$ cat src/hw/rtl/rsc_pkg.sv
// Package for the radix string converter: beat types, controller/datapath
// command and status structs, ASCII constants and the digit helper functions.
// Depends on nothing; every other file of the block but rsc_ram imports it.
package rsc_pkg;

	localparam int CHAR_W     = 8;
	localparam int OUT_CHAR_W = 7;
	localparam int RADIX_W    = 6;
	localparam int DIGIT_W    = 6;

	// Quotient bits retired per cycle by the radix divider.
	localparam int DIV_BITS_PER_CYC = 4;

	localparam logic [CHAR_W-1:0] ASC_ZERO = 8'h30;
	localparam logic [CHAR_W-1:0] ASC_NINE = 8'h39;
	localparam logic [CHAR_W-1:0] ASC_LA   = 8'h61;
	localparam logic [CHAR_W-1:0] ASC_LZ   = 8'h7a;
	localparam logic [CHAR_W-1:0] ASC_UA   = 8'h41;
	localparam logic [CHAR_W-1:0] ASC_UZ   = 8'h5a;

	localparam logic [DIGIT_W-1:0] DEC_TEN   = 6'd10;
	localparam logic [RADIX_W-1:0] RADIX_MIN = 6'd2;
	localparam logic [RADIX_W-1:0] RADIX_MAX = 6'd36;

	// Configuration register indexes (word address bit 2).
	localparam logic REG_IN_BASE  = 1'b0;
	localparam logic REG_OUT_BASE = 1'b1;

	localparam logic [RADIX_W-1:0] IN_BASE_RST  = 6'd10;
	localparam logic [RADIX_W-1:0] OUT_BASE_RST = 6'd16;

	typedef struct packed {
		logic [CHAR_W-1:0] in_char;
		logic              in_last;
	} in_beat_t;

	typedef struct packed {
		logic [OUT_CHAR_W-1:0] out_char;
		logic                  out_last;
		logic                  out_error;
		logic                  out_overflow;
	} out_beat_t;

	typedef struct packed {
		logic               ok;
		logic [DIGIT_W-1:0] digit;
	} dec_t;

	// Commands from the controller to the datapath.
	typedef struct packed {
		logic accum;
		logic start;
		logic div_step;
		logic digit_done;
		logic emit_ld;
		logic err_ld;
	} cmd_t;

	// Status from the datapath to the controller.
	typedef struct packed {
		logic error_seen;
		logic div_last;
		logic conv_done;
		logic idx_zero;
		logic out_free;
	} sts_t;

	function automatic logic [RADIX_W-1:0] clamp_radix(input logic [RADIX_W-1:0] r);
		logic [RADIX_W-1:0] res;
		res = r;
		if (r < RADIX_MIN) begin
			res = RADIX_MIN;
		end else if (r > RADIX_MAX) begin
			res = RADIX_MAX;
		end
		return res;
	endfunction

	function automatic dec_t decode_char(input logic [CHAR_W-1:0] c);
		dec_t         res;
		logic [CHAR_W-1:0] t;
		res = '0;
		t   = '0;
		if (c >= ASC_ZERO && c <= ASC_NINE) begin
			t         = c - ASC_ZERO;
			res.ok    = 1'b1;
			res.digit = t[DIGIT_W-1:0];
		end else if (c >= ASC_LA && c <= ASC_LZ) begin
			t         = c - ASC_LA + {2'b00, DEC_TEN};
			res.ok    = 1'b1;
			res.digit = t[DIGIT_W-1:0];
		end else if (c >= ASC_UA && c <= ASC_UZ) begin
			t         = c - ASC_UA + {2'b00, DEC_TEN};
			res.ok    = 1'b1;
			res.digit = t[DIGIT_W-1:0];
		end
		return res;
	endfunction

	function automatic logic [OUT_CHAR_W-1:0] encode_digit(input logic [DIGIT_W-1:0] d);
		logic [CHAR_W-1:0] s;
		if (d < DEC_TEN) begin
			s = ASC_ZERO + {2'b00, d};
		end else begin
			s = ASC_LA + {2'b00, d} - {2'b00, DEC_TEN};
		end
		return s[OUT_CHAR_W-1:0];
	endfunction

endpackage

$ cat src/hw/rtl/radix_string_converter.sv
// Flow: while the controller is idle, characters that are not last are taken
// one per cycle. A last character moves it to S_FIN; unless an error was seen,
// each output digit then comes from the 4-bit-per-cycle radix divider (S_DIV,
// then S_DIGIT); the digit store is then read back (S_EMIT_RD, S_EMIT_WR).
// Reset (arst_n low) clears the number state and the controller; the radix
// registers return to 10 and 16. The digit store needs no clearing.
module radix_string_converter import rsc_pkg::*; #(
	parameter int VALUE_BITS     = 64,
	parameter int MAX_OUT_DIGITS = 64
) (
	input  logic        clk,
	input  logic        arst_n,
	// Configuration port.
	input  logic        psel,
	input  logic        penable,
	input  logic        pwrite,
	input  logic [2:0]  paddr,
	input  logic [31:0] pwdata,
	output logic [31:0] prdata,
	output logic        pready,
	// Source characters.
	input  logic        src_valid,
	output logic        src_stall,
	input  in_beat_t    src_beat,
	// Destination digits.
	output logic        dst_valid,
	input  logic        dst_stall,
	output out_beat_t   dst_beat
);

	logic [RADIX_W-1:0] in_base_q;
	logic [RADIX_W-1:0] out_base_q;
	logic               cfg_wr;
	cmd_t               cmd;
	sts_t               sts;

	// The register is picked by word address bit 2; the byte offset bits are
	// ignored, as is usual for a word-wide register file.
	assign cfg_wr = psel && penable && pwrite;
	assign pready = 1'b1;

	always_ff @(posedge clk or negedge arst_n) begin
		if (!arst_n) begin
			in_base_q  <= IN_BASE_RST;
			out_base_q <= OUT_BASE_RST;
		end else if (cfg_wr) begin
			if (paddr[2] == REG_IN_BASE) begin
				in_base_q <= pwdata[RADIX_W-1:0];
			end else begin
				out_base_q <= pwdata[RADIX_W-1:0];
			end
		end
	end

	// Raw register values are read back; clamping to 2..36 happens at use.
	always_comb begin
		prdata = '0;
		if (paddr[2] == REG_OUT_BASE) begin
			prdata[RADIX_W-1:0] = out_base_q;
		end else begin
			prdata[RADIX_W-1:0] = in_base_q;
		end
	end

	// The controller sequences accumulate, divide, store and emit; the
	// datapath owns every register that carries a number or a digit.
	rsc_ctrl u_ctrl (
		.clk      (clk),
		.arst_n   (arst_n),
		.src_valid(src_valid),
		.src_last (src_beat.in_last),
		.sts      (sts),
		.src_stall(src_stall),
		.cmd      (cmd)
	);

	rsc_dpath #(
		.VALUE_BITS    (VALUE_BITS),
		.MAX_OUT_DIGITS(MAX_OUT_DIGITS)
	) u_dpath (
		.clk      (clk),
		.arst_n   (arst_n),
		.in_base  (in_base_q),
		.out_base (out_base_q),
		.in_char  (src_beat.in_char),
		.cmd      (cmd),
		.dst_stall(dst_stall),
		.sts      (sts),
		.dst_valid(dst_valid),
		.dst_beat (dst_beat)
	);

endmodule

$ cat src/hw/rtl/rsc_ram.sv
// Generic simple dual-port RAM: one write port, one read port, registered read.
// Depends on nothing.
module rsc_ram #(
	parameter int WIDTH = 6,
	parameter int DEPTH = 64
) (
	input  logic                     clk,
	input  logic                     we,
	input  logic [$clog2(DEPTH)-1:0] waddr,
	input  logic [WIDTH-1:0]         wdata,
	input  logic [$clog2(DEPTH)-1:0] raddr,
	output logic [WIDTH-1:0]         rdata
);

	logic [WIDTH-1:0] mem_q [DEPTH];

	always_ff @(posedge clk) begin
		if (we) begin
			mem_q[waddr] <= wdata;
		end
		rdata <= mem_q[raddr];
	end

endmodule

$ cat src/hw/rtl/rsc_ctrl.sv
// Controller state machine of the radix string converter.
// Depends on rsc_pkg for the command and status structs.
module rsc_ctrl import rsc_pkg::*; (
	input  logic clk,
	input  logic arst_n,
	input  logic src_valid,
	input  logic src_last,
	input  sts_t sts,
	output logic src_stall,
	output cmd_t cmd
);

	typedef enum logic [2:0] {
		S_IDLE,
		S_FIN,
		S_DIV,
		S_DIGIT,
		S_EMIT_RD,
		S_EMIT_WR,
		S_ERR
	} state_t;

	state_t state_q;

	always_ff @(posedge clk or negedge arst_n) begin
		if (!arst_n) begin
			state_q <= S_IDLE;
		end else begin
			case (state_q)
				S_IDLE: begin
					if (src_valid && src_last) begin
						state_q <= S_FIN;
					end
				end
				S_FIN: begin
					state_q <= sts.error_seen ? S_ERR : S_DIV;
				end
				S_DIV: begin
					if (sts.div_last) begin
						state_q <= S_DIGIT;
					end
				end
				S_DIGIT: begin
					state_q <= sts.conv_done ? S_EMIT_RD : S_DIV;
				end
				S_EMIT_RD: begin
					if (sts.out_free) begin
						state_q <= S_EMIT_WR;
					end
				end
				S_EMIT_WR: begin
					state_q <= sts.idx_zero ? S_IDLE : S_EMIT_RD;
				end
				S_ERR: begin
					if (sts.out_free) begin
						state_q <= S_IDLE;
					end
				end
				default: begin
					state_q <= S_IDLE;
				end
			endcase
		end
	end

	always_comb begin
		cmd            = '0;
		cmd.accum      = (state_q == S_IDLE) && src_valid;
		cmd.start      = (state_q == S_FIN) && !sts.error_seen;
		cmd.div_step   = (state_q == S_DIV);
		cmd.digit_done = (state_q == S_DIGIT);
		cmd.emit_ld    = (state_q == S_EMIT_WR);
		cmd.err_ld     = (state_q == S_ERR) && sts.out_free;
	end

	assign src_stall = (state_q != S_IDLE);

endmodule

$ cat src/hw/rtl/rsc_dpath.sv
// Datapath of the radix string converter: multiply-add accumulator, radix
// divider, digit store and output register. Depends on rsc_pkg and rsc_ram.
module rsc_dpath import rsc_pkg::*; #(
	parameter int VALUE_BITS     = 64,
	parameter int MAX_OUT_DIGITS = 64
) (
	input  logic               clk,
	input  logic               arst_n,
	input  logic [RADIX_W-1:0] in_base,
	input  logic [RADIX_W-1:0] out_base,
	input  logic [CHAR_W-1:0]  in_char,
	input  cmd_t               cmd,
	input  logic               dst_stall,
	output sts_t               sts,
	output logic               dst_valid,
	output out_beat_t          dst_beat
);

	localparam int MAC_W  = VALUE_BITS + RADIX_W;
	localparam int STEPS  = (VALUE_BITS + DIV_BITS_PER_CYC - 1) / DIV_BITS_PER_CYC;
	localparam int DIV_W  = STEPS * DIV_BITS_PER_CYC;
	localparam int STEP_W = $clog2(STEPS);
	localparam int ADDR_W = $clog2(MAX_OUT_DIGITS);

	logic [VALUE_BITS-1:0] acc_q;
	logic                  err_q;
	logic                  ovf_q;
	logic                  run_ovf_q;
	logic [DIV_W-1:0]      quo_q;
	logic [DIGIT_W-1:0]    rem_q;
	logic [STEP_W-1:0]     step_q;
	logic [ADDR_W-1:0]     n_q;
	logic [ADDR_W-1:0]     idx_q;
	logic                  out_valid_q;
	out_beat_t             out_beat_q;

	logic [RADIX_W-1:0] sr;
	logic [RADIX_W-1:0] dr;
	dec_t               dec;
	logic [MAC_W-1:0]   mac;
	logic               digit_ok;
	logic [DIV_W-1:0]   quo_nxt;
	logic [DIGIT_W-1:0] rem_nxt;
	logic [DIGIT_W-1:0] rd_digit;
	logic               out_free;

	assign sr       = clamp_radix(in_base);
	assign dr       = clamp_radix(out_base);
	assign dec      = decode_char(in_char);
	assign digit_ok = dec.ok && (dec.digit < sr);
	assign mac      = MAC_W'(acc_q) * MAC_W'(sr) + MAC_W'(dec.digit);

	// Restoring division by the destination radix; the quotient shifts in
	// behind the dividend bits as they leave the top of the register.
	always_comb begin
		logic [DIGIT_W:0]   t;
		logic [DIGIT_W-1:0] r;
		logic [DIV_W-1:0]   q;
		r = rem_q;
		q = quo_q;
		t = '0;
		for (int i = 0; i < DIV_BITS_PER_CYC; i++) begin
			t = {r, q[DIV_W-1]};
			q = {q[DIV_W-2:0], 1'b0};
			if (t >= {1'b0, dr}) begin
				t    = t - {1'b0, dr};
				q[0] = 1'b1;
			end
			r = t[DIGIT_W-1:0];
		end
		quo_nxt = q;
		rem_nxt = r;
	end

	always_ff @(posedge clk or negedge arst_n) begin
		if (!arst_n) begin
			acc_q  <= '0;
			err_q  <= 1'b0;
			ovf_q  <= 1'b0;
			step_q <= '0;
			n_q    <= '0;
		end else begin
			if (cmd.accum) begin
				if (digit_ok) begin
					acc_q <= mac[VALUE_BITS-1:0];
					if (|mac[MAC_W-1:VALUE_BITS]) begin
						ovf_q <= 1'b1;
					end
				end else begin
					err_q <= 1'b1;
				end
			end
			if (cmd.start || cmd.err_ld) begin
				acc_q <= '0;
				err_q <= 1'b0;
				ovf_q <= 1'b0;
			end
			if (cmd.start) begin
				step_q <= '0;
				n_q    <= '0;
			end
			if (cmd.div_step) begin
				step_q <= step_q + 1'b1;
			end
			if (cmd.digit_done) begin
				step_q <= '0;
				n_q    <= n_q + 1'b1;
			end
		end
	end

	always_ff @(posedge clk) begin
		if (cmd.start) begin
			quo_q     <= DIV_W'(acc_q);
			rem_q     <= '0;
			run_ovf_q <= ovf_q;
		end
		if (cmd.div_step) begin
			quo_q <= quo_nxt;
			rem_q <= rem_nxt;
		end
		if (cmd.digit_done) begin
			rem_q <= '0;
			idx_q <= n_q;
		end
		if (cmd.emit_ld) begin
			idx_q <= idx_q - 1'b1;
		end
	end

	rsc_ram #(
		.WIDTH(DIGIT_W),
		.DEPTH(MAX_OUT_DIGITS)
	) u_store (
		.clk  (clk),
		.we   (cmd.digit_done),
		.waddr(n_q),
		.wdata(rem_q),
		.raddr(idx_q),
		.rdata(rd_digit)
	);

	assign out_free = !out_valid_q || !dst_stall;

	always_ff @(posedge clk or negedge arst_n) begin
		if (!arst_n) begin
			out_valid_q <= 1'b0;
		end else if (cmd.emit_ld || cmd.err_ld) begin
			out_valid_q <= 1'b1;
		end else if (!dst_stall) begin
			out_valid_q <= 1'b0;
		end
	end

	always_ff @(posedge clk) begin
		if (cmd.emit_ld) begin
			out_beat_q.out_char     <= encode_digit(rd_digit);
			out_beat_q.out_last     <= (idx_q == '0);
			out_beat_q.out_error    <= 1'b0;
			out_beat_q.out_overflow <= run_ovf_q;
		end else if (cmd.err_ld) begin
			out_beat_q.out_char     <= '0;
			out_beat_q.out_last     <= 1'b1;
			out_beat_q.out_error    <= 1'b1;
			out_beat_q.out_overflow <= ovf_q;
		end
	end

	always_comb begin
		sts            = '0;
		sts.error_seen = err_q;
		sts.div_last   = (step_q == STEP_W'(STEPS - 1));
		sts.conv_done  = (quo_q == '0) || (n_q == ADDR_W'(MAX_OUT_DIGITS - 1));
		sts.idx_zero   = (idx_q == '0);
		sts.out_free   = out_free;
	end

	assign dst_valid = out_valid_q;
	assign dst_beat  = out_beat_q;

endmodule

$ cat config.mk
export PLATFORM = sky130hd
export DESIGN_NAME = radix_string_converter
export DESIGN_NICKNAME = d
export VERILOG_FILES = /design/src/hw/rtl/rsc_pkg.sv /design/src/hw/rtl/radix_string_converter.sv /design/src/hw/rtl/rsc_ram.sv /design/src/hw/rtl/rsc_ctrl.sv /design/src/hw/rtl/rsc_dpath.sv
export SDC_FILE = /design/constraint.sdc
export NUM_CORES = 2
export LEC_CHECK = 0
export BUFFER_PORTS_ARGS = -buffer_cell sky130_fd_sc_hd__buf_2
export CAP_MARGIN = 15
export CORE_ASPECT_RATIO = 1.4
export CORE_UTILIZATION = 45
export CTS_BUF_LIST = sky130_fd_sc_hd__clkbuf_8
export DETAILED_ROUTE_END_ITERATION = 8
export PLACE_DENSITY = 0.63
export REMOVE_ABC_BUFFERS = 1
export SETUP_SLACK_MARGIN = 0.5
export SYNTH_ARGS = -nofsm -noshare
export SYNTH_HDL_FRONTEND = slang
export SYNTH_SLANG_ARGS = --single-unit
$ cat constraint.sdc
create_clock -name clk -period 11.4 [get_ports clk]
set_input_delay 0.57 -clock clk [delete_from_list [all_inputs] [get_ports clk]]
set_output_delay 0.57 -clock clk [all_outputs]
set_load 0.01 [all_outputs]
==> summary by stage <==
Yosys
The synthesized design contains around 570 register bits. The synthesized design contains roughly 460 enable-type register cells. The mean instance size in the synthesized netlist is between 10 and 15 sq um.

For this run, the number of Yosys warnings is 0. The sequential fraction of the synthesis area is around 44%. The post-synthesis instance total is 3267. The number of distinct library cells after synthesis is 81. The async set-reset flop share out of synthesis is between 10% and 20%. In this run the cell area of the synthesized design comes to roughly 0.038 sq mm. The main flop type after synthesis is edfxtp_1.

Layout
After the last flow step, the layout net total stands at about 3700. The count of non-filler cells in the finished layout is 4400. The layout overhead on the synthesized area is 7.32%.

Leaving out fill and tap cells, the most frequent cell in the layout is nand2_1. The fraction of final layout cells sized beyond drive strength 1 is a little under an eighth. Leaving out fill and tap cells, the most frequent cells in the layout are nand2_1, edfxtp_1, inv_1.

After routing the design area is 0.0403 sq mm.

Route
After detailed routing, the average wire length per cell comes to 20.8 um. The first TritonRoute pass finished after 5 iterations. The residual antenna-violating net count after detailed routing is 0. In the routed design, unresolved DRC markers number 0. The per-cell via count in the routed design is 5.59.

The wire length reported by the detailed router is ~90000 um. The total number of vias is about 25000. The DRC violation total after the first TritonRoute iteration is approximately 1400.

Clocking
The CTS tree is built. CTS saw 569 sinks. In this run the post-CTS setup repair buffer count came out at 0.

The quantity of gates resized following cts is 0. The latest clock arrival within the worst-skew pair is 730 ps. The register clock-pin slew on the reported worst setup and hold paths is about 60 ps.

The longest clock path from root to sink contains 3 buffers. The root buffer cell is clkbuf_8. CTS built an H-tree with a depth of 3. The hold buffer count at cts is 1.

The number of clock buffers inserted by TritonCTS is ~90.

Pwr
IR analysis of the VDD net gives a maximum drop of 0.388 mV. Power spread over the standard cell area amounts to about 200 mW/mm^2. Summing internal, switching and leakage power gives 8.22 mW. Summed over all cells, the static leakage comes to ~17 nW.

Global route
The via count of the first global-routing pass is 26000. Global routing used between 20% and 30% of the available tracks. The met2 usage in global routing is between 40 and 50%.

After global routing the overflow that remains totals 0. The global routing's busiest layer is met2. The number of antenna violations at the first check in global routing came to 6. Global routing used under 10% of the available met3 tracks.

The global routing met1 resource utilization is between 20% and 30%. The maximum number of pins on one net before global-route repair is between 100 and 150. The global-route wire length before repair is ~150000 um.

Min path
The path type of the worst min-delay path is input port to register.

Placement
The detailed-placement wirelength estimate is around 65000 um. The total instance count after detailed placement is between 4000 and 5000. Port buffering added 40 buffers. After detailed placement, the total cell area comes to roughly 0.039 sq mm. The final RePlAce weighted congestion is about 0.89.

STA
The slew of the pin with the lowest slew margin is 988 ps. For this run, the top clock speed supported by timing is around 110 MHz. Clock skew on the completed layout was measured at approximately 32 ps. The final-report setup violation count is 0.

Setup repair after global routing left no endpoint under its margin. The number of slew-limit violations in the final report is 0. On the final layout, the worst hold slack is between 100 and 150 ps.

The hold violation count in the final report is 0. Measured against its own limit, the worst slew margin works out to 34.2%. The time the final worst path needs with I/O delays and setup is slightly above 9000 ps. After layout, the worst path uses between 80% and 90% of the clock period.

The summed negative setup slack over all endpoints is 0 ps.

Die
The horizontal die dimension is 246 um. The die area is between 0.08 and 0.09 sq mm. The die is 344 um tall. The I/O pin total is 96. The site row count is 125. After floorplanning, the core was sized to cover between 0.08 and 0.09 sq mm. The initial utilization of the core area, before any placement, comes to approximately 45%.

Worst setup path
The critical path data arrival time is 9680 ps. The cell family contributing the most delay on the critical path is compound AO/OA/AOI/OAI gates. Of all nets on the critical path, the largest fanout is 9. The path type of the worst setup path is register to register. The nature of the critical path startpoint is a register.

The slowest stage of the critical path belongs to the cell nor2_1. The delay of the slowest cell on the worst path is roughly 460 ps. The required arrival time at the worst endpoint is about 12000 ps. The worst setup path is captured at a register. The cell type with the highest occurrence count on the critical path is o21ai_0. The count of buffer and inverter cells on the critical path is 2.

Job
Max-cap violations in this run came to 0.

Status
The flow ran to the end, and the final reports show no timing, DRC or antenna violations.
[worst register-to-register path, delay by kind of cell, from the launching register on]
kind | cells | cell delay [ps]
multiplexers | 1 | 210
flip-flops | 1 | 420
AO/OA/AOI/OAI | 22 | 4590
AND/OR/NAND/NOR | 9 | 2020
buffers and inverters | 2 | 350
adder cells (fa/ha/maj) | 4 | 1360
[report_power, final]
group          internal (mW)  switching, mW
logic                   1.40           2.14
clock network          0.866          0.861
registers               2.73          0.214
[registers in the layout (all words and copies together), names as in the netlist]
name / cells
u_dpath.u_store.mem_q: 384
u_dpath.acc_q: 64
u_dpath.quo_q: 64
u_dpath.dst_beat: 10
in_base_q: 6
out_base_q: 6
u_dpath.idx_q: 6
u_dpath.n_q: 6
u_dpath.rem_q: 6
u_dpath.u_store.rdata: 6
u_dpath.step_q: 4
u_ctrl.state_q: 3
u_dpath.dst_valid: 1
u_dpath.err_q: 1
u_dpath.ovf_q: 1
u_dpath.run_ovf_q: 1
[synth_stat cells, drive strengths merged (89+ instances only)]
master | instances | area (sq um)
ha | 192 | 2400
nor2 | 151 | 567
edfxtp | 464 | 13900
o21ai | 155 | 783
and2 | 179 | 1120
dfrtp | 89 | 2230
nand3 | 91 | 455
mux4 | 117 | 2640
fa | 256 | 5120
nand2 | 504 | 1890
clkbuf | 142 | 554
inv | 269 | 1010
a21oi | 122 | 611
[metrics by stage]
stage | util, % | setup WS [ps]
after floorplan | - | 3310
after global placement | 46.5 | 2340
after detailed placement | 46.5 | 2390
after CTS | 48.7 | 2350
after global routing | 48.7 | 1290
final | 48.7 | 2280
[kinds of logic (layout without fill, tap and decap cells)]
family          Yosys count  in the layout  synth area share [%]
fa+ha+maj               449            449                  20.0
compound gates          438            438                  7.25
flops                   569            569                  43.9
xor+xnor                 85             85                  1.98
mux                     152            152                  8.04
simple gates           1096           1096                  13.6
other cells               2             30                0.0200
buf+inv                 476            502                  5.19
[routing by layer]
layer | wire [um] | vias to the layer above | part of all wire [%]
li1 | - | 11300 | -
met1 | 34500 | 12400 | 38
met2 | 48800 | 656 | 53
met3 | 4670 | 204 | 5.1
met4 | 3670 | 2 | 4.0
met5 | 13 | - | 0.014
[final cells by class]
cell class	instances	area, sq um
Timing Repair Buffer	69	423
Clock inverter	68	443
Fill cell	7581	42500
Sequential cell	569	16500
Tap cell	1079	1350
Inverter	269	1010
Antenna cell	3	7.51
Multi-Input combinational cell	2247	19300
Clock buffer	96	1320
[final timing paths]
check,startpoint,cells after the start,to,slack [ps]
hold / removal,pwdata[0],2,in_base_q[0],130
min in group asynchronous,arst_n,2,u_dpath.acc_q[45],460
setup / recovery,out_base_q[5],38,u_dpath.rem_q[3],2280
hold reg to reg,u_dpath.step_q[2],1,u_dpath.step_q[2],530
max in group asynchronous,arst_n,3,u_dpath.acc_q[4],9650
setup reg to reg,out_base_q[5],38,u_dpath.rem_q[3],2280
Note: power is estimated with default switching activity, not from simulation.
